### config.mk
export PLATFORM = sky130hd
export DESIGN_NAME = fir_lowpass_twenty_tap_unit
export DESIGN_NICKNAME = d
export VERILOG_FILES = /design/src/hw/rtl/fir_lp_pkg.sv /design/src/hw/rtl/fir_lp_da_acc.sv /design/src/hw/rtl/fir_lowpass_twenty_tap_unit.sv
export SDC_FILE = /design/constraint.sdc
export NUM_CORES = 1
export LEC_CHECK = 0
export BUFFER_PORTS_ARGS = -buffer_cell sky130_fd_sc_hd__buf_2
export CAP_MARGIN = 0
export CORE_MARGIN = 2
export CORE_UTILIZATION = 60
export DETAILED_ROUTE_END_ITERATION = 12
export HOLD_SLACK_MARGIN = 0.15
export PLACE_DENSITY = 0.76
export SLEW_MARGIN = 25
export SYNTH_ARGS = -nofsm -noshare
export SYNTH_HDL_FRONTEND = slang
export SYNTH_SLANG_ARGS = --single-unit
### constraint.sdc
create_clock -name clk -period 11.7 [get_ports clk]
set_input_delay 0.585 -clock clk [delete_from_list [all_inputs] [get_ports clk]]
set_output_delay 0.585 -clock clk [all_outputs]
set_load 0.05 [all_outputs]
### src/hw/rtl/fir_lp_pkg.sv
package fir_lp_pkg;

  localparam int TAPS       = 20;
  localparam int PAIRS      = TAPS / 2;
  localparam int GRP        = PAIRS / 2;
  localparam int SAMPLE_W   = 10;
  localparam int PAIR_BITS  = SAMPLE_W + 1;
  localparam int CNT_W      = $clog2(PAIR_BITS + 1);
  localparam int OUT_W      = 26;
  localparam int DA_W       = 16;
  localparam int DA_ENTRIES = 1 << GRP;
  localparam int ACC_HI_W   = 17;
  localparam int SUM_W      = ACC_HI_W + PAIR_BITS;

  localparam logic signed [OUT_W-1:0] OUT_MAX = {1'b0, {(OUT_W-1){1'b1}}};
  localparam logic signed [OUT_W-1:0] OUT_MIN = {1'b1, {(OUT_W-1){1'b0}}};

  typedef logic [PAIRS-1:0][DA_W-1:0] coef_half_t;
  typedef logic [DA_ENTRIES-1:0][DA_W-1:0] da_tbl_t;

  // First half of each symmetric coefficient set; element 0 is the newest tap.
  localparam coef_half_t COEF_WIDE_HALF = {
    16'sd6688, 16'sd5183, 16'sd3052, 16'sd1286, 16'sd311,
    -16'sd27, -16'sd65, -16'sd33, -16'sd10, -16'sd2
  };

  localparam coef_half_t COEF_NARROW_HALF = {
    16'sd127, 16'sd111, 16'sd83, 16'sd51, 16'sd24,
    16'sd7, -16'sd2, -16'sd4, -16'sd3, -16'sd2
  };

  typedef enum logic [1:0] {
    ST_IDLE,
    ST_RUN,
    ST_DRAIN
  } fir_lp_state_t;

  typedef struct packed {
    logic clear;
    logic step;
    logic coef_set;
  } fir_lp_ctl_t;

  // Each entry is the sum of the coefficients of a group of tap pairs whose
  // address bits are set.
  function automatic da_tbl_t build_tbl(input logic narrow, input int base);
    da_tbl_t t;
    logic signed [DA_W-1:0] acc;
    for (int a = 0; a < DA_ENTRIES; a++) begin
      acc = '0;
      for (int i = 0; i < GRP; i++) begin
        if (((a >> i) & 1) != 0) begin
          if (narrow) begin
            acc = acc + $signed(COEF_NARROW_HALF[base + i]);
          end else begin
            acc = acc + $signed(COEF_WIDE_HALF[base + i]);
          end
        end
      end
      t[a] = acc;
    end
    return t;
  endfunction

  localparam da_tbl_t DA_WIDE_LO   = build_tbl(1'b0, 0);
  localparam da_tbl_t DA_WIDE_HI   = build_tbl(1'b0, GRP);
  localparam da_tbl_t DA_NARROW_LO = build_tbl(1'b1, 0);
  localparam da_tbl_t DA_NARROW_HI = build_tbl(1'b1, GRP);

endpackage

### src/hw/rtl/fir_lp_da_acc.sv
module fir_lp_da_acc (
  input  logic                                clk,
  input  fir_lp_pkg::fir_lp_ctl_t             ctl,
  input  logic [fir_lp_pkg::GRP-1:0]          addr_lo,
  input  logic [fir_lp_pkg::GRP-1:0]          addr_hi,
  output logic signed [fir_lp_pkg::SUM_W-1:0] sum
);

  logic signed [fir_lp_pkg::DA_W-1:0]       ent_lo;
  logic signed [fir_lp_pkg::DA_W-1:0]       ent_hi;
  logic signed [fir_lp_pkg::DA_W:0]         term;
  logic signed [fir_lp_pkg::ACC_HI_W:0]     part;
  logic signed [fir_lp_pkg::ACC_HI_W-1:0]   hi_r;
  logic signed [fir_lp_pkg::ACC_HI_W-1:0]   hi_nxt;
  logic [fir_lp_pkg::PAIR_BITS-1:0]         lo_r;
  logic [fir_lp_pkg::PAIR_BITS-1:0]         lo_nxt;

  always_comb begin
    if (ctl.coef_set) begin
      ent_lo = fir_lp_pkg::DA_NARROW_LO[addr_lo];
      ent_hi = fir_lp_pkg::DA_NARROW_HI[addr_hi];
    end else begin
      ent_lo = fir_lp_pkg::DA_WIDE_LO[addr_lo];
      ent_hi = fir_lp_pkg::DA_WIDE_HI[addr_hi];
    end
    term   = {ent_lo[fir_lp_pkg::DA_W-1], ent_lo} + {ent_hi[fir_lp_pkg::DA_W-1], ent_hi};
    part   = {hi_r[fir_lp_pkg::ACC_HI_W-1], hi_r}
           + {{(fir_lp_pkg::ACC_HI_W - fir_lp_pkg::DA_W){term[fir_lp_pkg::DA_W]}}, term};
    hi_nxt = part[fir_lp_pkg::ACC_HI_W:1];
    lo_nxt = {part[0], lo_r[fir_lp_pkg::PAIR_BITS-1:1]};
  end

  always_ff @(posedge clk) begin
    if (ctl.clear) begin
      hi_r <= '0;
      lo_r <= '0;
    end else if (ctl.step) begin
      hi_r <= hi_nxt;
      lo_r <= lo_nxt;
    end
  end

  assign sum = {hi_r, lo_r};

endmodule

### src/hw/rtl/fir_lowpass_twenty_tap_unit.sv
// Twenty-tap symmetric low-pass FIR filter for an unsigned 10-bit sample stream.
// Input channel: in_valid, in_stall, in_sample. One item is one new sample.
// Output channel: out_valid, out_stall, out_filtered, the signed 26-bit tap sum,
// saturated to the 26-bit range. Each input item gives exactly one output item.
// Configuration: cfg_wr_en with cfg_wr_data selects the coefficient set (0 for
// the 16-bit set, 1 for the 8-bit set); write it only while the filter is idle.
// The pair sums of the sample history are formed bit-serially, one bit per
// cycle, and each bit slice is weighted through two small coefficient tables.
// An item runs in order from acceptance to out_valid: the history shifts at
// the accepting edge, then the bit-serial pass runs over the 11-bit pair
// sums, and then the saturated sum is loaded into the output register. One
// item is in work at a time, and the filter returns to idle after the output
// load before it accepts the next item. While the output register is still
// held by out_stall, the finished sum waits and in_stall stays high.
// A synchronous reset clears the sample history, the coefficient selection and
// the output valid flag.
module fir_lowpass_twenty_tap_unit (
  input  logic                                clk,
  input  logic                                rst_n,
  input  logic                                in_valid,
  output logic                                in_stall,
  input  logic [fir_lp_pkg::SAMPLE_W-1:0]     in_sample,
  output logic                                out_valid,
  input  logic                                out_stall,
  output logic signed [fir_lp_pkg::OUT_W-1:0] out_filtered,
  input  logic                                cfg_wr_en,
  input  logic                                cfg_wr_data
);

  fir_lp_pkg::fir_lp_state_t state_r;
  fir_lp_pkg::fir_lp_state_t state_nxt;

  logic [fir_lp_pkg::SAMPLE_W-1:0]     hist_r [fir_lp_pkg::TAPS];
  logic [fir_lp_pkg::CNT_W-1:0]        cnt_r;
  logic [fir_lp_pkg::CNT_W-1:0]        cnt_nxt;
  logic [fir_lp_pkg::PAIRS-1:0]        carry_r;
  logic [fir_lp_pkg::PAIRS-1:0]        carry_nxt;
  logic [fir_lp_pkg::PAIRS-1:0]        pair_bit;
  logic                                coef_set_r;
  logic                                out_valid_r;
  logic signed [fir_lp_pkg::OUT_W-1:0] out_filtered_r;
  logic signed [fir_lp_pkg::OUT_W-1:0] sat_val;
  logic signed [fir_lp_pkg::SUM_W-1:0] sum;
  logic                                accept;
  logic                                rot_en;
  logic                                run_last;
  logic                                load_out;
  logic                                out_free;
  fir_lp_pkg::fir_lp_ctl_t             ctl;

  assign accept   = in_valid && !in_stall;
  assign out_free = !out_valid_r || !out_stall;
  assign run_last = (cnt_r == fir_lp_pkg::CNT_W'(fir_lp_pkg::PAIR_BITS - 1));
  assign rot_en   = (state_r == fir_lp_pkg::ST_RUN)
                 && (cnt_r < fir_lp_pkg::CNT_W'(fir_lp_pkg::SAMPLE_W));

  always_comb begin
    state_nxt = state_r;
    case (state_r)
      fir_lp_pkg::ST_IDLE: begin
        if (in_valid) begin
          state_nxt = fir_lp_pkg::ST_RUN;
        end
      end
      fir_lp_pkg::ST_RUN: begin
        if (run_last) begin
          state_nxt = fir_lp_pkg::ST_DRAIN;
        end
      end
      fir_lp_pkg::ST_DRAIN: begin
        if (out_free) begin
          state_nxt = fir_lp_pkg::ST_IDLE;
        end
      end
      default: begin
        state_nxt = fir_lp_pkg::ST_IDLE;
      end
    endcase
  end

  always_comb begin
    in_stall     = 1'b1;
    ctl.clear    = 1'b0;
    ctl.step     = 1'b0;
    load_out     = 1'b0;
    case (state_r)
      fir_lp_pkg::ST_IDLE: begin
        in_stall  = 1'b0;
        ctl.clear = in_valid;
      end
      fir_lp_pkg::ST_RUN: begin
        ctl.step = 1'b1;
      end
      fir_lp_pkg::ST_DRAIN: begin
        load_out = out_free;
      end
      default: begin
        in_stall = 1'b1;
      end
    endcase
    ctl.coef_set = coef_set_r;
  end

  always_comb begin
    for (int j = 0; j < fir_lp_pkg::PAIRS; j++) begin
      logic a;
      logic b;
      a = rot_en && hist_r[j][0];
      b = rot_en && hist_r[fir_lp_pkg::TAPS-1-j][0];
      pair_bit[j]  = a ^ b ^ carry_r[j];
      carry_nxt[j] = (a & b) | (carry_r[j] & (a ^ b));
    end
    cnt_nxt = cnt_r + fir_lp_pkg::CNT_W'(1);
  end

  always_comb begin
    if (!sum[fir_lp_pkg::SUM_W-1]
        && (sum[fir_lp_pkg::SUM_W-2:fir_lp_pkg::OUT_W-1] != '0)) begin
      sat_val = fir_lp_pkg::OUT_MAX;
    end else if (sum[fir_lp_pkg::SUM_W-1]
                 && (sum[fir_lp_pkg::SUM_W-2:fir_lp_pkg::OUT_W-1] != '1)) begin
      sat_val = fir_lp_pkg::OUT_MIN;
    end else begin
      sat_val = sum[fir_lp_pkg::OUT_W-1:0];
    end
  end

  fir_lp_da_acc u_da_acc (
    .clk     (clk),
    .ctl     (ctl),
    .addr_lo (pair_bit[fir_lp_pkg::GRP-1:0]),
    .addr_hi (pair_bit[fir_lp_pkg::PAIRS-1:fir_lp_pkg::GRP]),
    .sum     (sum)
  );

  always_ff @(posedge clk) begin
    if (!rst_n) begin
      state_r     <= fir_lp_pkg::ST_IDLE;
      coef_set_r  <= 1'b0;
      out_valid_r <= 1'b0;
      cnt_r       <= '0;
      carry_r     <= '0;
      for (int k = 0; k < fir_lp_pkg::TAPS; k++) begin
        hist_r[k] <= '0;
      end
    end else begin
      state_r <= state_nxt;
      if (cfg_wr_en) begin
        coef_set_r <= cfg_wr_data;
      end
      if (accept) begin
        cnt_r     <= '0;
        carry_r   <= '0;
        hist_r[0] <= in_sample;
        for (int k = 1; k < fir_lp_pkg::TAPS; k++) begin
          hist_r[k] <= hist_r[k-1];
        end
      end else if (ctl.step) begin
        cnt_r   <= cnt_nxt;
        carry_r <= carry_nxt;
        if (rot_en) begin
          for (int k = 0; k < fir_lp_pkg::TAPS; k++) begin
            hist_r[k] <= {hist_r[k][0], hist_r[k][fir_lp_pkg::SAMPLE_W-1:1]};
          end
        end
      end
      if (load_out) begin
        out_valid_r <= 1'b1;
      end else if (!out_stall) begin
        out_valid_r <= 1'b0;
      end
    end
  end

  always_ff @(posedge clk) begin
    if (load_out) begin
      out_filtered_r <= sat_val;
    end
  end

  assign out_valid    = out_valid_r;
  assign out_filtered = out_filtered_r;

`ifndef SYNTHESIS
  a_accept_starts_run: assert property (@(posedge clk) disable iff (!rst_n)
    accept |=> (state_r == fir_lp_pkg::ST_RUN) && (cnt_r == '0))
    else $error("accepted item did not start the bit-serial pass");

  a_run_ends_in_drain: assert property (@(posedge clk) disable iff (!rst_n)
    (state_r == fir_lp_pkg::ST_RUN) && run_last |=> state_r == fir_lp_pkg::ST_DRAIN)
    else $error("bit-serial pass did not end after the last pair-sum bit");

  a_carries_flushed: assert property (@(posedge clk) disable iff (!rst_n)
    (state_r == fir_lp_pkg::ST_RUN) && run_last |=> carry_r == '0)
    else $error("pair-sum carries not flushed at the end of the pass");

  a_load_only_when_free: assert property (@(posedge clk) disable iff (!rst_n)
    out_valid_r && out_stall |=> $stable(out_filtered_r))
    else $error("held output item was overwritten");
`endif

endmodule
==> flow_summary_export.csv, run 1 <==
group,metric,value,unit
synth,syn-num-nets,1242,
clock_network,cts_buffer_depth,3,
clock_network,clkTransAtPathRegs,60,ps
worst_setup_path,cp_max_fo,65,
routing,vias_per_cell,6.18,
synth,synth_cell_types,52,
routing,drtPass1Iterations,6,
global_route,grt_max_degree,100,
place,dpl.hpwl,17300,um
clock_network,cts_resized,0,
worst_setup_path,crit_chain,"nor2b_4 -> buf_4 -> and3_1 -> fa_1 -> inv_1 -> ha_1 -> nand2b_1 -> nor2_1 -> a31oi_1 -> nor2_1 -> a21oi_1 -> a21boi_0 -> fa_1 -> ha_1 -> and3_1 -> a221oi_2 -> o21a_2 -> o21bai_4 -> a2111oi_1",
synth,synth_top_cell_by_area,"edfxtp_1",
place,dp_slack,5630,ps
place,port_buffers,43,
synth,syn-mean-instance-area,11.8,um^2
worst_setup_path,endpoint_kind,"flip-flop",
sta,finalSetupTns,0,ps
finish,drive_gt1_frac,0.102,
place,place_congestion,0.864,
synth,synth.area.top_cells,"edfxtp_1 50%, a22o_1 12%, dfxtp_1 6.7%, ha_1 4.0%, fa_1 3.8%",
clock_network,cts_setup_buffers,0,
synth,synth_area,13700,um^2
routing,ant_nets,0,
sta,setup_viol,0,
routing,drtIter0Drc,899,
synth,synth_top_cell_area_share,0.496,
sta,slew_violations,0,
sta,setup_ws,5780,ps
clock_network,cts_tree,"yes",
global_route,grt_pass1_vias,8739,
floorplanning,die_h,155,um
sta,worst-slew-pin-transition,975,ps
synth,synth_cells,1156,
worst_setup_path,slowest_delay,730,ps
worst_setup_path,cp_slowest_cell,"a21oi_1",
sta,fmax,0.169,GHz
global_route,grt_pass1_wl,44600,um
pwr,ir_worst_vdd,0.000141,V
floorplanning,pin_count,44,
sta,finalCritPeriodShare,0.506,
routing,num_vias,9000,
floorplanning,die_w,155,um
synth,yosys-top-cells-count,"226 x edfxtp_1, 181 x a22o_1, 131 x nand2_1",
finish,fillers,1665,
worst_hold_path,hold_class,"in2reg",
global_route,track_usage,0.226,
pwr,power.density,195,nW/um^2
run,max_cap_viol_count,0,
routing,postRouteWirelength,27100,um
clock_network,h-tree-depth,1,
worst_setup_path,worstPathArrival,6320,ps
synth,postSynth.asyncResetShare,0,
clock_network,cts_num_sinks,272,
routing,drc,0,
sta,min_period,5920,ps
synth,ys.flop_type,"edfxtp_1",
sta,relSlewSlack,0.350,
routing,wire_per_inst,18.6,um
synth,synth_warnings,0,
pwr,power_leakage,5.89,nW
worst_setup_path,cp_top_family,"compound AO/OA/AOI/OAI gates",
floorplanning,floorplan.initialDensity,0.608,
clock_network,clk_latency,530,ps
status,outcome,"finished, final reports clean",
floorplanning,fp.coreArea,22500,um^2
synth,synth_edf_count,226,
clock_network,cts_buffers,27,
finish,antenna_cells,0,
synth,ys_ff_latch,272,
sta,finClkSkew,7.86,ps
sta,hold_viol_final,0,
global_route,grt_antenna_before_repair,0,
floorplanning,dieArea,24000,um^2
worst_setup_path,cp-start-kind,"flip-flop",
synth,ys_seq_area_frac,0.563,
worst_setup_path,path_class,"reg2reg",
sta,grt_setup_unrepaired,"no",
finish,syn_to_final_growth,9.16,%
synth,yosysMostFrequentCell,"edfxtp_1",
worst_setup_path,cp.required,12110,ps
global_route,overflow,0,
clock_network,ctsHoldBuffers,0,
finish,num-nets-final,1237,
clock_network,cts_root_buf,"clkbuf_16",
floorplanning,rows,55,
worst_setup_path,cp.buffers_inverters,2,
## layout by cell type (no fill, tap or decap), types with 5 or more instances in the layout
cell,n
nand2b_1,6
and2_1,6
xnor2_1,16
a211oi_1,15
nor2_1,82
fa_1,26
nor2b_1,10
ha_1,44
a21oi_1,65
inv_1,37
dfxtp_1,46
clkbuf_1,5
a22o_1,181
a21boi_0,24
xor2_1,7
and3_1,24
buf_4,11
a31oi_1,7
edfxtp_1,226
mux2_2,5
nand2_1,131
o21ai_0,28
mux2i_1,7
nand3_1,7
buf_2,43
clkinv_1,5
clkbuf_16,27
o21ai_1,5
nor3_1,6
## power breakdown
group | switching [mW] | internal (mW) | leakage [nW]
Sequential | 0.0817 | 1.18 | 2.83
Combinational | 0.473 | 0.316 | 2.63
Clock | 0.357 | 0.494 | 0.428
## worst min-delay path, stage by stage
cell and delay, ps:
buf_2 70, mux2i_1 50, nor2b_1 90
## sequential cells by signal (all words and copies together) (netlist names)
register and flops:
hist_r 200, out_filtered 26, u_da_acc.hi_r 17, u_da_acc.lo_r 11, carry_r 10, cnt_r 4
state_r 2, coef_set_r 1, out_valid 1
## area by class of cell
cell class / instances / area (um^2) / area share
clock buffers: 36 / 749 / 0.0502
clock inverters: 14 / 124 / 0.00829
inverters: 38 / 143 / 0.00955
multi-input cells: 756 / 5510 / 0.369
flip-flops and latches: 272 / 7710 / 0.516
well taps: 285 / 357 / 0.0239
repair buffers: 56 / 353 / 0.0236
## routing by layer
layer,global-route usage,share of wire
met3,0.0304,0.047
met5,0,0
met4,0.0573,0.021
met2,0.372,0.48
met1,0.323,0.45
## metrics by stage
stage	instances	hold slack (ps)	cell area [um^2]	total power, mW	util
4_1_cts	1455	299	14900	2.92	0.661
5_1_grt	1457	324	14900	3.07	0.664
6_report	1457	316	14900	2.91	0.664
2_1_floorplan	1156	437	13700	1.89	-
3_3_place_gp	1405	449	14000	2.05	0.622
3_5_place_dp	1405	451	14000	2.07	0.622
## logic make-up (layout without fill, tap and decap cells)
| logic type | Yosys count | in the layout | synth area share |
|---|---|---|---|
| adder cells (fa/ha/maj) | 70 | 70 | 0.0783 |
| flip-flops | 272 | 272 | 0.563 |
| multiplexers | 16 | 16 | 0.0158 |
| AND/OR/NAND/NOR | 288 | 288 | 0.0922 |
| XOR/XNOR | 23 | 23 | 0.0147 |
| buffers and inverters | 128 | 144 | 0.0380 |
| AO/OA/AOI/OAI | 359 | 359 | 0.198 |
## path summary, 6_finish.rpt
path,cells past startpoint,start,slack [ps],to
setup / recovery,19,state_r[1],5780,u_da_acc.hi_r[16]
hold / removal,3,cfg_wr_data,320,coef_set_r
setup reg to reg,19,state_r[1],5780,u_da_acc.hi_r[16]
hold reg to reg,2,u_da_acc.lo_r[0],460,u_da_acc.lo_r[0]
No activity file was read; power rests on OpenSTA's default activity.
==> inputs of run 2 (changes only) <==
Settings changed: ABC_AREA from default to 1.
Clock period 11.7 ns to 5.5 ns, I/O delays scaled along.
==> flow_summary_export.csv, run 2 <==
group,metric,value,unit
finish,num-nets-final,1588,
status,outcome,"finished, final reports clean",
floorplanning,die_h,159,um
pwr,power.density,439,nW/um^2
pwr,power_switching,2.52,mW
global_route,overflow,0,
finish,syn_to_final_growth,9.57,%
routing,postRouteWirelength,30200,um
routing,met2_length,14400,um
clock_network,ctsHoldBuffers,13,
synth,synth_warnings,0,
sta,hold_slack,358,ps
routing,ant_nets,0,
synth,synth_cell_types,42,
worst_setup_path,path_class,"reg2reg",
synth,synth_area,14500,um^2
sta,slew_violations,0,
clock_network,cts_tree,"yes",
place,place_congestion,0.921,
finish,drive_gt1_frac,0.118,
finish,ff_latch_area,7710,um^2
clock_network,cts_buffer_depth,3,
finish,fillers,1776,
pwr,comb_power_share,0.352,
pwr,switching_share,0.362,
synth,synth.area.top_cells,"edfxtp_1 47%, inv_1 8.5%, dfxtp_1 6.4%, o22ai_2 6.0%, nand2_1 5.3%",
worst_setup_path,cp-start-kind,"flip-flop",
worst_setup_path,cp_max_fo,19,
clock_network,clkTransAtPathRegs,60,ps
finish,max_flop_register,"hist_r",
pwr,ir_worst_vdd,0.000326,V
synth,syn-mean-instance-area,9.82,um^2
global_route,grt_pass1_vias,9864,
finish,most-common-layout-cells,"327 x inv_1, 226 x edfxtp_1, 202 x nand2_1",
clock_network,cts_num_sinks,272,
global_route,grt_pass1_wl,49500,um
routing,top_layer,"met4",
clock_network,h-tree-depth,1,
floorplanning,floorplan.initialDensity,0.614,
place,port_buffers,43,
floorplanning,die_w,159,um
worst_setup_path,cp.required,5960,ps
synth,ys_ff_latch,272,
floorplanning,fp.coreArea,23600,um^2
synth,synth_top_cell_area_share,0.468,
sta,finalSetupTns,0,ps
clock_network,cts_resized,0,
sta,setup_ws,497,ps
finish,multiInputGateArea,5180,um^2
clock_network,cts_root_buf,"clkbuf_16",
synth,synth_top_cell_by_area,"edfxtp_1",
routing,drtIter0Drc,932,
synth,yosys-top-cells-count,"327 x inv_1, 226 x edfxtp_1, 203 x nand2_1",
place,dpl.hpwl,20000,um
finish,fin_util,0.672,
synth,ys_seq_area_frac,0.532,
sta,hold_viol_final,0,
sta,finalCritPeriodShare,0.910,
sta,setup_viol,0,
sta,worst-slew-pin-transition,1030,ps
routing,num_vias,10300,
global_route,track_usage,0.237,
routing,met1_length,13600,um
synth,postSynth.asyncResetShare,0,
sta,grt_setup_unrepaired,"no",
synth,ys.flop_type,"edfxtp_1",
pwr,power_leakage,6.61,nW
pwr,clkPwrFrac,0.262,
floorplanning,dieArea,25400,um^2
place,dp_slack,562,ps
synth,syn-num-nets,1561,
sta,fmax,0.200,GHz
sta,finClkSkew,16.3,ps
finish,final_common_cell,"inv_1",
global_route,grt_antenna_before_repair,0,
floorplanning,rows,56,
worst_setup_path,endpoint_kind,"flip-flop",
pwr,power_frac_seq,0.387,
routing,wl_met3,1440,um
floorplanning,pin_count,44,
synth,synth_cells,1475,
clock_network,clk_latency,560,ps
clock_network,cts_setup_buffers,0,
routing,drc,0,
synth,synth_edf_count,226,
routing,wire_per_inst,16.4,um
sta,min_period,5000,ps
routing,vias_per_cell,5.60,
pwr,power.internal,4.45,mW
global_route,grt_max_degree,133,
worst_setup_path,worstPathArrival,5460,ps
routing,drtPass1Iterations,6,
clock_network,cts_buffers,29,
synth,yosysMostFrequentCell,"inv_1",
run,max_cap_viol_count,0,
sta,relSlewSlack,0.312,
worst_hold_path,hold_class,"in2reg",
finish,largest_reg_flops,200,
finish,antenna_cells,0,
==> run 2: cell count changes after synthesis, moves of 38 or more <==
cell and delta:
nand2_1 +72, o22ai_2 +70, o21ai_0 +55, inv_1 +290, a22o_1 -181, nand3_1 +38
o22ai_1 +91
==> run 2: worst paths after layout <==
kind,from,endpoint,slack (ps),cells after the start
worst max-delay path,cnt_r[1],u_da_acc.hi_r[12],500,24
worst min-delay path,rst_n,hist_r[0][186],360,3
worst max register to register,cnt_r[1],u_da_acc.hi_r[12],500,24
worst min register to register,u_da_acc.hi_r[16],out_filtered[25],470,0
==> run 2: final cells by class <==
class	instances	area share
Inverter	331	0.0786
Clock inverter	9	0.00567
Sequential cell	272	0.485
Timing Repair Buffer	73	0.0298
Clock buffer	41	0.0492
Multi-Input combinational cell	795	0.326
Tap cell	319	0.0251
==> run 2: metrics by stage <==
step | std cells | power [mW] | instance area (um^2)
finish | 1840 | 6.98 | 15900
global route | 1840 | 7.46 | 15900
CTS | 1840 | 7.00 | 15900
detailed placement | 1777 | 5.15 | 14900
global placement | 1777 | 5.10 | 14900
floorplan | 1475 | 4.59 | 14500
==> run 2: power by group through the flow <==
stage	sequential (mW)	clock, mW	combinational (mW)
detailed placement	2.74	0	2.41
CTS	2.69	1.86	2.44
global placement	2.72	0	2.37
finish	2.70	1.82	2.45
global route	2.73	1.93	2.80
floorplan	2.71	0	1.89
==> run 2: critical path, stage by stage, from the launching register on <==
cell     delay [ps]
dfxtp_1         410
o21ai_1         110
nand2_2          80
buf_4           230
nor2_1           80
fa_1            590
inv_1           260
ha_1            250
nand2_1          80
o21ai_0         260
nand2_1         140
a21oi_1         390
inv_1           300
fa_1            510
ha_1            350
nand2_1         100
inv_1            60
a21oi_1         180
nand2_1         120
nand2_1         110
nand2_1          50
nand2_1          50
nand3_1          60
nand2_1         100
inv_1            40
==> run 2: logic make-up after synthesis <==
group	share of synthesized area
buffers and inverters	0.114
AO/OA/AOI/OAI	0.181
AND/OR/NAND/NOR	0.0961
flip-flops	0.532
adder cells (fa/ha/maj)	0.0739
XOR/XNOR	0.00302
==> run 2: per-layer routing <==
| layer | up-vias | track usage |
|---|---|---|
| met5 | - | 0 |
| met4 | 0 | 0.0669 |
| met3 | 66 | 0.0281 |
| met2 | 284 | 0.391 |
| met1 | 4921 | 0.334 |
| li1 | 5037 | - |
==> inputs of run 3 (changes only) <==
Settings changed: ABC_AREA 1 to 0, CTS_CLUSTER_SIZE from default to 14.
==> flow_summary_export.csv, run 3 (synthesized netlist as in run 1, its figures left out) <==
group,metric,value,unit
global_route,grt_pass1_vias,8587,
worst_hold_path,hold_class,"in2reg",
place,dpl.hpwl,17600,um
finish,largest_reg_flops,200,
clock_network,clk_latency,550,ps
worst_hold_path,worstHoldEndpoint,"out_valid",
worst_setup_path,endpoint_kind,"flip-flop",
sta,slew_violations,0,
worst_setup_path,reg2reg_depth,16,
status,outcome,"finished, final reports clean",
finish,max_flop_register,"hist_r",
sta,worst-slew-pin-transition,949,ps
finish,final_common_cell,"edfxtp_1",
pwr,comb_power_share,0.277,
clock_network,clkTransAtPathRegs,60,ps
worst_setup_path,path_class,"reg2reg",
pwr,switching_share,0.317,
global_route,grt_max_degree,177,
pwr,power.internal,4.25,mW
finish,syn_to_final_growth,10.8,%
clock_network,cts_tree,"yes",
global_route,track_usage,0.226,
worst_setup_path,worstPathArrival,5710,ps
worst_hold_path,min_path_cells,2,
sta,grt_setup_unrepaired,"no",
pwr,power_leakage,5.99,nW
worst_setup_path,r2r-start,"cnt_r[1]",
routing,drtIter0Drc,850,
worst_setup_path,r2r-end,"u_da_acc.hi_r[16]",
clock_network,h-tree-depth,1,
place,place_congestion,0.921,
routing,vias_per_cell,6.18,
finish,fin_util,0.674,
sta,min_period,5290,ps
global_route,grt_pass1_wl,44100,um
pwr,power_frac_seq,0.433,
routing,postRouteWirelength,27500,um
sta,setup_viol,0,
routing,drc,0,
routing,ant_nets,0,
finish,drive_gt1_frac,0.109,
pwr,power.density,410,nW/um^2
worst_setup_path,cp-start-kind,"flip-flop",
global_route,overflow,0,
floorplanning,dieArea,24000,um^2
clock_network,cts_buffer_depth,3,
sta,fmax,0.189,GHz
place,port_buffers,43,
sta,finalCritPeriodShare,0.961,
clock_network,cts_buffers,27,
worst_hold_path,holdCritStartpoint,"rst_n",
finish,antenna_cells,0,
run,max_cap_viol_count,0,
sta,hold_viol_final,0,
pwr,ir_worst_vdd,0.000367,V
worst_setup_path,cp.required,5930,ps
pwr,clkPwrFrac,0.290,
finish,most-common-layout-cells,"226 x edfxtp_1, 181 x a22o_1, 131 x nand2_1",
pwr,finalPower,6.22,mW
finish,design_area,15200,um^2
clock_network,cts_setup_buffers,0,
sta,finClkSkew,23.9,ps
finish,num-nets-final,1262,
floorplanning,rows,55,
clock_network,cts_num_sinks,272,
floorplanning,floorplan.initialDensity,0.608,
routing,num_vias,9152,
floorplanning,die_h,155,um
pwr,power_switching,1.97,mW
routing,drtPass1Iterations,6,
floorplanning,fp.coreArea,22500,um^2
sta,finalSetupTns,0,ps
clock_network,cts_root_buf,"clkbuf_16",
sta,relSlewSlack,0.367,
worst_setup_path,rrSetupSlack,210,ps
place,place_area,14100,um^2
global_route,grt_antenna_before_repair,0,
floorplanning,pin_count,44,
finish,fillers,1643,
routing,wire_per_inst,18.6,um
floorplanning,die_w,155,um
sta,hold_slack,272,ps
worst_setup_path,cp_max_fo,23,
-- run 3: cell types whose count changed in the layout (fill, tap and decap cells not counted), sizes merged, moves of 38 or more --
cell | before | now
nand3 | 46 | 8
nand2 | 205 | 131
o21ai | 85 | 34
o22ai | 164 | 3
inv | 332 | 39
a22o | 0 | 181
-- run 3: worst max path at each step --
stage / slack [ps] / cells after the start / end / start
5_1_grt: 10 / 16 / u_da_acc.hi_r[16] / state_r[0]
6_report: 210 / 16 / u_da_acc.hi_r[16] / cnt_r[1]
2_1_floorplan: 260 / 19 / u_da_acc.hi_r[16] / state_r[0]
3_5_place_dp: 150 / 16 / u_da_acc.hi_r[16] / state_r[0]
4_1_cts: 130 / 16 / u_da_acc.hi_r[16] / state_r[0]
3_3_place_gp: 330 / 16 / u_da_acc.hi_r[16] / state_r[0]
-- run 3: power by group through the flow --
| stage | Clock (mW) | Sequential, mW | Combinational [mW] |
|---|---|---|---|
| finish | 1.80 | 2.69 | 1.72 |
| global route | 1.90 | 2.72 | 1.94 |
| CTS | 1.83 | 2.69 | 1.69 |
| detailed placement | 0 | 2.73 | 1.67 |
| global placement | 0 | 2.73 | 1.63 |
| floorplan | 0 | 2.67 | 1.34 |
-- run 3: layout make-up --
cell class | count | area, um^2 | share of cell area
tap | 285 | 357 | 0.0235
sequential | 272 | 7710 | 0.508
clock inverter | 14 | 134 | 0.00883
clock buffer | 35 | 726 | 0.0478
inverter | 38 | 143 | 0.00940
timing repair buffer | 80 | 571 | 0.0376
multi-input combinational | 757 | 5530 | 0.365
-- run 3: repair_timing --
action | CTS | global route
hold buffers | 13 | 0
endpoints found under the hold margin | 12 | 0
setup endpoints to repair | 0 | 8
resized for setup | 0 | 5
-- run 3: through the flow --
step | cells | worst slack (ps)
global placement | 1417 | 326
finish | 1481 | 215
floorplan | 1156 | 256
detailed placement | 1417 | 149
global route | 1481 | 14.8
CTS | 1479 | 128
-- run 3: critical path, cell delays in order, from the launching register on --
cell       delay (ps)
dfxtp_1           400
o21ai_1            90
buf_4             200
and3_1            230
fa_1              620
inv_1             110
ha_1              280
mux4_2            480
mux4_2            480
fa_1              490
inv_1              70
fa_1              470
a21o_1            250
a221oi_4          340
o21a_2            240
o21bai_4           70
a2111oi_1         340
-- run 3: metal layers --
metal / part of all wire / vias up / track usage
met1: 0.45 / 4539 / 0.323
met2: 0.49 / 210 / 0.371
li1: - / 4357 / -
met3: 0.044 / 46 / 0.0312
met4: 0.020 / 0 / 0.0586
met5: 0 / - / 0
